===== src/hdl/mrlb_pkg.sv =====
// ---------------------------------------------------------------------------
// mrlb_pkg
// Shared constants and the sequencer state type of the line breaker.
// ---------------------------------------------------------------------------
`default_nettype none

package mrlb_pkg;

    // default sizing
    localparam int MAX_WORDS_DEF  = 64;
    localparam int COST_WIDTH_DEF = 28;

    // fixed field widths
    localparam int LEN_W   = 8;
    localparam int WIDTH_W = 10;
    localparam int BRK_W   = 7;
    localparam int SQ_W    = 2 * WIDTH_W;

    localparam logic [WIDTH_W-1:0] LINE_WIDTH_RST = 10'd80;

    typedef enum logic [3:0] {
        S_LOAD,
        S_LAST,
        S_PJ,
        S_PJW,
        S_MID,
        S_FIRST,
        S_EMIT,
        S_CRD,
        S_CLAT
    } t_state;

endpackage

`default_nettype wire


===== src/hdl/mrlb_line_cost.sv =====
// ---------------------------------------------------------------------------
// mrlb_line_cost
// Registered cost of one line: squared slack, zero when empty, infinity on
// overflow or on a reversed line. Carries the candidate tag and addend along.
// ---------------------------------------------------------------------------
`default_nettype none

module mrlb_line_cost #(
    parameter int PW = 14,
    parameter int VW = 7,
    parameter int CW = mrlb_pkg::COST_WIDTH_DEF
) (
    input  wire logic                         i_clk,
    input  wire logic                         i_rst_n,
    input  wire logic                         i_vld,
    input  wire logic [VW-1:0]                i_v,
    input  wire logic [PW-1:0]                i_ps,
    input  wire logic [PW-1:0]                i_pe,
    input  wire logic                         i_zero,
    input  wire logic                         i_over,
    input  wire logic [mrlb_pkg::WIDTH_W-1:0] i_width,
    input  wire logic [CW-1:0]                i_addend,
    output logic                              o_vld,
    output logic [VW-1:0]                     o_v,
    output logic [CW-1:0]                     o_cost,
    output logic [CW-1:0]                     o_addend
);

    localparam logic [CW-1:0] INF = {CW{1'b1}};
    // character count wide enough for both the prefix sums and the width
    localparam int LW = (PW > mrlb_pkg::WIDTH_W) ? PW : mrlb_pkg::WIDTH_W;

    logic [LW-1:0]                     chars;
    logic [mrlb_pkg::WIDTH_W-1:0]      slack;
    logic [mrlb_pkg::SQ_W-1:0]         sq;
    logic [CW-1:0]                     n_cost;

    // characters on the line and squared slack
    always_comb begin
        chars = LW'(i_pe) - LW'(i_ps);
        slack = i_width - chars[mrlb_pkg::WIDTH_W-1:0];
        sq    = slack * slack;
        if (i_zero) begin
            n_cost = '0;
        end else if (i_over || (chars > LW'(i_width))) begin
            n_cost = INF;
        end else begin
            n_cost = CW'(sq);
        end
    end

    // clear the stage valid under reset
    always_ff @(posedge i_clk) begin
        if (!i_rst_n) begin
            o_vld <= 1'b0;
        end else begin
            o_vld <= i_vld;
        end
    end

    // advance payload
    always_ff @(posedge i_clk) begin
        o_v      <= i_v;
        o_cost   <= n_cost;
        o_addend <= i_addend;
    end

endmodule

`default_nettype wire


===== config.mk =====
export PLATFORM = sky130hd
export DESIGN_NAME = mrlb_line_cost
export DESIGN_NICKNAME = d
export VERILOG_FILES = /design/src/hdl/mrlb_pkg.sv /design/src/hdl/mrlb_line_cost.sv
export SDC_FILE = /design/constraint.sdc
export NUM_CORES = 1
export LEC_CHECK = 0
export BUFFER_PORTS_ARGS = -buffer_cell sky130_fd_sc_hd__buf_2
export CAP_MARGIN = 15
export CORE_UTILIZATION = 45
export DETAILED_ROUTE_END_ITERATION = 10
export GPL_TIMING_DRIVEN = 0
export PLACE_DENSITY = 0.7
export SLEW_MARGIN = 15
export SYNTH_ARGS = -nofsm -noshare
export SYNTH_HDL_FRONTEND = slang
export SYNTH_SLANG_ARGS = --single-unit

===== constraint.sdc =====
create_clock -name i_clk -period 11.95 [get_ports i_clk]
set_input_delay 2.39 -clock i_clk [delete_from_list [all_inputs] [get_ports i_clk]]
set_output_delay 2.39 -clock i_clk [all_outputs]
set_load 0.005 [all_outputs]

==> impl_metrics.tcl <==
set metrics [dict create \
    status "finished clean" \
    cts_tree "done" \
    viasPerCell 5.07 \
    dieArea_um2 12600 \
    finalHoldViolations 0 \
    antenna_found_initial 0 \
    end_kind "register" \
    crit_fanout 6 \
    netlist.area_leader.share 0.205 \
    grt_first_pass_wirelength_mm 20.8 \
    cts_root_buf "clkbuf_16" \
    cts-hold-fix-buffers 0 \
    vias 4636 \
    synthMuxAreaShare 0.0114 \
    die_h_um 112 \
    grt_remaining_overflow 0 \
    drv_slew 0 \
    slew_headroom 0.549 \
    wl_per_cell_um 12.8 \
    critPathKind "in2reg" \
    grt_max_degree 19 \
    tightest_slew_ps 677 \
    timing.setup.tns_ps 0 \
    post-dp-hpwl_mm 10.2 \
    wl_mm 11.7 \
    ioPinCount 142 \
    min_period_ps 10250 \
    syn_inst 622 \
    n_antenna_cell 0 \
    start_util 0.470 \
    drc 0 \
    synth_xor_area_frac 0.0557 \
    n_fill_cell 1072 \
    cp-endpoint "o_cost[18]$_SDFF_PP0_" \
    cts_sinks 56 \
    cts-buffers-inserted 5 \
    fmax_mhz 97.5 \
    synthFlopType "dfxtp_1" \
    synth_fp_nets 826 \
    drt_pass1_iterations 5 \
    async_flop_share 0 \
    stdcell_count 914 \
    first_iter_violations 203 \
    wl_met3_um 313 \
    drive_gt1_frac 0.220 \
    rsz0062_at_grt "false" \
    synth_top_family_by_area "adder cells" \
    synthTopCellsByArea "dfxtp_1 (20%), ha_1 (18%), fa_1 (18%)" \
    synth_largest_area_cell "dfxtp_1" \
    die_w_um 112 \
    required_ps 12110 \
    critPathMaxStageDelay_ps 550 \
    synth.avg_cell_area_um2 8.81 \
    synth_edf_count 0 \
    drv_cap 0 \
    cp.arrival_ps 10410 \
    clkSlewWorstSetupHoldPaths_ps 70 \
    critPathSlowestCell "fa_1" \
    cts_resized 0 \
    final_util 0.558 \
    synth_simple_gate_area_frac 0.125 \
    ys_warn_count 0 \
    postRouteAntennaNets 0 \
    syn_area_um2 5480 \
    fin_crit_sh 0.858 \
    yosys.cell_types.count 55 \
    hold_depth 1 \
    wl_met2_mm 6.26 \
    synth-seq-cells 56 \
    synth_fa_ha_area_frac 0.354 \
    synth-compound-area-share 0.145 \
    htreeDepth 2 \
    row_count 39 \
    track_usage 0.200 \
    critPathLaunch "i_pe[0]" \
    clockBufferDepth 2 \
    ys_seq_area_frac 0.205 \
    setup_viol 0 \
    syn_to_final_growth_pct 18.9 \
    cp-start-kind "primary input" \
    top_layer "met4" \
    wl_met1_mm 5.08 \
    gp_congestion 0.851 \
    core_area_um2 11700 \
    dp.cells 906 \
    portBuffers 141 \
    grt_pass1_vias 4671 \
    hp-class "in2reg" \
    post-cts-setup-buffers 0 \
    nets 974 \
]
[synthesized netlist by cell type (10+ instances only)]
cell / instances
o21a_1: 10
fa_1: 48
a21o_1: 15
inv_1: 121
nor2_1: 52
nor3_1: 10
a21oi_1: 36
ha_1: 78
nand2_1: 31
xnor2_1: 15
o21ai_0: 19
xor2_1: 18
dfxtp_1: 56
[final cells by class]
class | instances | area [um^2] | area share
Inverter | 122 | 458 | 0.0703
Clock buffer | 5 | 125 | 0.0192
Clock inverter | 3 | 23.8 | 0.00365
Buffer | 19 | 113 | 0.0173
Tap cell | 143 | 179 | 0.0275
Sequential cell | 56 | 1120 | 0.172
Timing Repair Buffer | 141 | 706 | 0.108
Multi-Input combinational cell | 425 | 3790 | 0.582
[placed cells by master (no fill, tap or decap), drive strengths merged, types with 3 or more instances in the layout]
cell type  synthesis  layout
xnor2             16      16
dfxtp             56      56
a21oi             36      36
and3               5       5
a31oi              8       8
clkbuf             7      12
fa                48      48
ha                78      78
nand2             31      31
a221o              3       3
nor2              52      52
o21ai             19      19
nor2b              6       6
inv              121     121
nor3b              3       3
nand4              5       5
a21o              15      15
and2               3       3
buf               12     153
xor2              18      18
or3                4       4
mux2i              4       4
o21bai             4       4
nand3              5       5
nand2b             8       8
nor3              10      10
nand3b             3       3
o31a               3       3
o21a              10      10
[cells by family (layout without fill, tap and decap cells)]
logic type               count (synthesis)  count (layout)
flip-flops                              56              56
XOR/XNOR                                34              34
adder cells (fa/ha/maj)                126             126
AND/OR/NAND/NOR                        142             142
multiplexers                             6               6
AO/OA/AOI/OAI                          117             117
buffers and inverters                  141             290
[critical path, delay by kind of cell]
family / cells / cell delay (ps)
adder cells (fa/ha/maj): 9 / 3830
buffers and inverters: 7 / 400
AND/OR/NAND/NOR: 2 / 740
XOR/XNOR: 1 / 180
AO/OA/AOI/OAI: 13 / 2860
[per-stage QoR]
stage          worst slack [ps]  instance area (um^2)  hold WS (ps)
2_1_floorplan              2170                  5480          2420
3_3_place_gp               1570                  6360          2490
3_5_place_dp               1440                  6360          2490
4_1_cts                    1710                  6510          2190
5_1_grt                    1310                  6510          2180
6_report                   1700                  6510          2200
[state kept, by name, summed over array words and instances (netlist names)]
register and count:
o_cost 20, o_vld 1, o_v 7, o_addend 28
[layer usage]
layer	GRT usage	vias up
met5	0	-
li1	-	2328
met1	0.247	2227
met3	0.0238	6
met2	0.380	75
met4	0.0222	0
[how the worst min path moves through the flow]
stage	slack, ps	from	end
floorplan	2420	i_addend[0]	o_addend[0]$_DFF_P_
global placement	2490	i_addend[21]	o_addend[21]$_DFF_P_
detailed placement	2490	i_addend[23]	o_addend[23]$_DFF_P_
CTS	2190	i_addend[15]	o_addend[15]$_DFF_P_
global route	2180	i_addend[0]	o_addend[0]$_DFF_P_
finish	2200	i_addend[0]	o_addend[0]$_DFF_P_
Power is not shown: default switching activity piles up to over one toggle a cycle in this logic, so the estimate is an artifact.
